## src/rtl/core/gpe_pkg.sv

```systemverilog
package gpe_pkg;

   localparam int FRAC_BITS_DEF = 16;
   localparam int QUEUE_DEPTH   = 8;

   // Configuration register indexes.
   localparam logic [7:0] CSR_MODE   = 8'd0;
   localparam logic [7:0] CSR_STRT_X = 8'd1;
   localparam logic [7:0] CSR_STRT_Y = 8'd2;
   localparam logic [7:0] CSR_STRT_R = 8'd3;
   localparam logic [7:0] CSR_END_X  = 8'd4;
   localparam logic [7:0] CSR_END_Y  = 8'd5;
   localparam logic [7:0] CSR_END_R  = 8'd6;
   localparam logic [7:0] CSR_DOMAIN = 8'd7;

   typedef struct packed {
      logic [2:0]         mode;
      logic signed [31:0] start_x;
      logic signed [31:0] start_y;
      logic signed [31:0] start_r;
      logic signed [31:0] end_x;
      logic signed [31:0] end_y;
      logic signed [31:0] end_r;
      logic signed [31:0] dom_lo;
      logic signed [31:0] dom_hi;
   } gpe_cfg_type;

   // Classified item: quadratic coefficients on the reduced operands.
   typedef struct packed {
      logic               radial;
      logic signed [63:0] a;
      logic signed [63:0] bp;
      logic signed [63:0] c;
      logic signed [30:0] r0;
      logic signed [30:0] dr;
   } gpe_item_type;

endpackage

```

## src/rtl/core/gpe_queue.sv

```systemverilog
module gpe_queue import gpe_pkg::*; #(
   parameter int DEPTH = QUEUE_DEPTH
) (
   input  logic         clock,
   input  logic         reset,
   input  logic         push,
   input  gpe_item_type push_data,
   input  logic         pop,
   output logic         empty,
   output gpe_item_type rd_data
);

   localparam int AW = (DEPTH > 1) ? $clog2(DEPTH) : 1;
   localparam int CW = $clog2(DEPTH + 1);

   gpe_item_type    mem [DEPTH];
   gpe_item_type    rd_data_ff;
   logic [AW-1:0]   wr_ptr_ff, wr_ptr_in, rd_ptr_ff, rd_ptr_in;
   logic [CW-1:0]   count_ff, count_in;

   function automatic logic [AW-1:0] wrap_inc(input logic [AW-1:0] p);
      return (p == AW'(DEPTH - 1)) ? '0 : p + 1'b1;
   endfunction

   always_comb begin
      wr_ptr_in = push ? wrap_inc(wr_ptr_ff) : wr_ptr_ff;
      rd_ptr_in = pop ? wrap_inc(rd_ptr_ff) : rd_ptr_ff;
      count_in  = count_ff + CW'(push) - CW'(pop);
   end

   always_ff @(posedge clock) begin
      if (reset) begin
         wr_ptr_ff <= '0;
         rd_ptr_ff <= '0;
         count_ff  <= '0;
      end else begin
         wr_ptr_ff <= wr_ptr_in;
         rd_ptr_ff <= rd_ptr_in;
         count_ff  <= count_in;
      end
   end

   always_ff @(posedge clock) begin
      if (push) begin
         mem[wr_ptr_ff] <= push_data;
      end
      if (pop) begin
         rd_data_ff <= mem[rd_ptr_ff];
      end
   end

   assign empty   = (count_ff == '0);
   assign rd_data = rd_data_ff;

endmodule

```

## config.mk

```make
export PLATFORM = sky130hd
export DESIGN_NAME = gpe_queue
export DESIGN_NICKNAME = d
export VERILOG_FILES = /design/src/rtl/core/gpe_pkg.sv /design/src/rtl/core/gpe_queue.sv
export SDC_FILE = /design/constraint.sdc
export NUM_CORES = 2
export LEC_CHECK = 0
export BUFFER_PORTS_ARGS = -buffer_cell sky130_fd_sc_hd__buf_4
export CAP_MARGIN = 25
export CORE_MARGIN = 1
export CORE_UTILIZATION = 25
export DETAILED_ROUTE_END_ITERATION = 12
export MAX_ROUTING_LAYER = met4
export SETUP_SLACK_MARGIN = 0.3
export SKIP_LAST_GASP = 1
export SYNTH_ARGS = -nofsm -noshare
export SYNTH_HDL_FRONTEND = slang
export SYNTH_SLANG_ARGS = --single-unit
```

## constraint.sdc

```tcl
create_clock -name clock -period 31.4 [get_ports clock]
set_input_delay 9.42 -clock clock [delete_from_list [all_inputs] [get_ports clock]]
set_output_delay 9.42 -clock clock [all_outputs]
set_load 0.1 [all_outputs]
```

==> results by group <==
Outcome
  • Status: finished clean

Worst setup path
  • Cell mode on critical path: buf_4
  • CP endpoint kind: flip-flop
  • CP max FO: 46
  • Critical path's largest stage delay: 720 ps
  • Worst path slowest cell: buf_4
  • Data arrival, critical path: 12770 ps
  • Worst setup SP type: primary input
  • CP Class: in2reg
  • CP Cell Sequence: buf_4, nand2b_1, nor3_2, buf_4, buf_4, buf_4
  • WP data required: 31890 ps

Route
  • Routed wire length: 191 mm
  • Drt initial violations: 2285
  • DRC violations left: 0
  • Vias: 36316
  • First-pass DRT Iterations: 5
  • Detail Route Antenna Nets: 0
  • DR WL/cell: 21.9 um
  • Via density per instance: 4.16

Timing
  • Final max-slew violation count: 0
  • Hold slack: 558 ps
  • Fin Setup TNS: 0 ps
  • Final Setup Violations: 0
  • Slew headroom: 0.205
  • Clock Skew: 65.1 ps
  • Worst-margin pin slew: 1190 ps
  • Fmax achieved: 81.4 MHz
  • Period utilization: 0.391
  • Final hold viol count: 0
  • Post-layout min period: 12280 ps
  • RSZ-0062 raised after global routing: false

Die
  • Core area: 0.337 sq mm
  • Starting Density: 0.252
  • Chip height: 584 um
  • Die X: 584 um
  • Die ar.: 0.342 sq mm
  • I/O pins: 515
  • Std cell rows: 213

Logic synthesis
  • Yosys reg bits: 2305
  • Cell area after synthesis: 0.0848 sq mm
  • Asr flop ratio synth: 0
  • Unique cell type count in the Yosys netlist: 23
  • Post-synth EDFFs: 2295
  • Count leader, synth: edfxtp_1
  • Dominant synthesized flop cell: edfxtp_1
  • Post-synth top area cell: edfxtp_1
  • Syn Nets: 3538
  • Synth area leaders: edfxtp_1 81%, mux4_2 14%, mux2_2 3.4%
  • Seq/Total Area, Yosys: 0.815
  • Syn. warnings: 0
  • Top cells by count, synth: 2295 x edfxtp_1, 510 x mux4_2, 255 x mux2_2, 53 x buf_6, 44 x clkbuf_1
  • Mean post-synth cell area: 25.9 sq um
  • Synth top area share: 0.813
  • Post-Syn Instances: 3269

Placement
  • Hpwl dp: 112 mm
  • PortBufs: 514
  • Routability cong.: 0.711

Clocking
  • Clock Sinks: 2305
  • CTS tree: built
  • Worst-skew pair later-pin latency: 910 ps
  • # hold bufs at CTS: 0
  • Root buf cell: clkbuf_16
  • TritonCTS Buffers: 244
  • Post-CTS sizing: 0
  • Clock transition at path regs: 60 ps
  • Clk buf depth: 4
  • H-tree depth: 4
  • Post-CTS setup buffer count: 0

GRT
  • Vias in the first global route: 38230
  • First-pass GRT wire length: 275 mm
  • Gr usage total: 0.113
  • GRT overflow: 0
  • Initial antenna violation count: 77
  • Pin count of the biggest net entering global routing: 129

Pwr
  • Leak: 31.7 nW
  • Total power divided by cell area: 69.1 mW/mm^2
  • Worst vdd ir: 0.0609 mV

Layout
  • Share of layout cells above drive strength 1: 0.413
  • Area added between synthesis and finish: 20.5%
  • Net count, final: 4225
  • FILL cells: 32143

Job
  • Max Cap Viol: 0

Worst hold path
  • Hold crit path type: reg2reg
## state kept, by name, summed over array words and instances, names as in the netlist
register and count:
count_ff 4, wr_ptr_ff 3, rd_ptr_ff 3, rd_data 255, mem 2040
## path summary, 6_finish.rpt
check,from,to,slack [ps],depth (start not counted)
min,wr_ptr_ff[2],wr_ptr_ff[2],560,2
max reg2reg,rd_ptr_ff[0],rd_data[100],26430,6
max,push,mem[0][61],19120,6
min reg2reg,wr_ptr_ff[2],wr_ptr_ff[2],560,2
## kinds of logic (layout without fill, tap and decap cells)
group	Yosys count	after routing	synth area share
adders and majority gates	10	10	0.00156
buffers and inverters	149	1026	0.0114
other	0	64	0
AOI/OAI and AO/OA	5	5	0.000339
muxes	769	769	0.170
DFF	2305	2305	0.815
xor gates and xnor gates	1	1	0.000103
and+or+nand+nor	30	30	0.00173
## layout by cell type (no fill, tap or decap), types with 2 or more instances in the layout
| cell | n |
|---|---|
| nor2b_1 | 2 |
| clkinv_4 | 4 |
| nand2_1 | 2 |
| mux4_2 | 510 |
| buf_12 | 11 |
| dfxtp_4 | 3 |
| ha_1 | 9 |
| nor2_1 | 8 |
| buf_4 | 572 |
| clkbuf_16 | 246 |
| a21oi_1 | 4 |
| clkinv_1 | 41 |
| nor2_4 | 6 |
| mux2i_1 | 4 |
| inv_8 | 5 |
| mux2_2 | 255 |
| inv_6 | 6 |
| clkinv_16 | 3 |
| clkbuf_1 | 42 |
| nand3b_1 | 2 |
| edfxtp_1 | 2295 |
| clkinv_2 | 47 |
| inv_16 | 2 |
| inv_1 | 6 |
| nor3_2 | 2 |
| dfxtp_1 | 7 |
| bufinv_16 | 29 |
| clkinvlp_4 | 10 |
| diode_2 | 64 |
| nand2b_1 | 6 |
## routing by layer
metal / global-route usage / vias to the layer above / wire length [um]
li1: - / 15558 / -
met4: 0.0267 / 0 / 3870
met5: - / - / 0
met1: 0.139 / 19451 / 79800
met2: 0.172 / 1050 / 89100
met3: 0.0444 / 257 / 18300
## cell type report
type                            instances  area (sq um)  share of cell area
Inverter                                6          22.5            0.000220
Antenna cell                           64           160             0.00157
Clock inverter                        148          1630              0.0159
Sequential cell                      2305         69100               0.676
Multi-Input combinational cell        815         14800               0.145
Clock buffer                          288          6310              0.0618
Tap cell                             4515          5650              0.0553
Timing Repair Buffer                  584          4530              0.0443
## where the power goes
part / total, mW / switching, mW / internal, mW
logic: 0.676 / 0.462 / 0.214
clock network: 2.86 / 1.18 / 1.67
registers: 3.52 / 0.0294 / 3.49
total: 7.06 / 1.68 / 5.38
## per-stage QoR
step / total power [mW] / std cells / setup slack [ps] / util / instance area (sq um)
finish: 7.06 / 8725 / 19120 / 0.303 / 102000
global route: 7.29 / 8723 / 19000 / 0.303 / 102000
CTS: 7.15 / 8660 / 19120 / 0.303 / 102000
detailed placement: 4.28 / 8224 / 18140 / 0.279 / 94100
global placement: 4.27 / 8224 / 18120 / 0.279 / 94100
floorplan: 4.09 / 3269 / 3550 / - / 84800
## critical path: cells and delay by family
| family | cells | cell delay, ps |
|---|---|---|
| buf+inv | 4 | 2240 |
| simple gates | 2 | 900 |
Power figures use the tool's default switching activity.
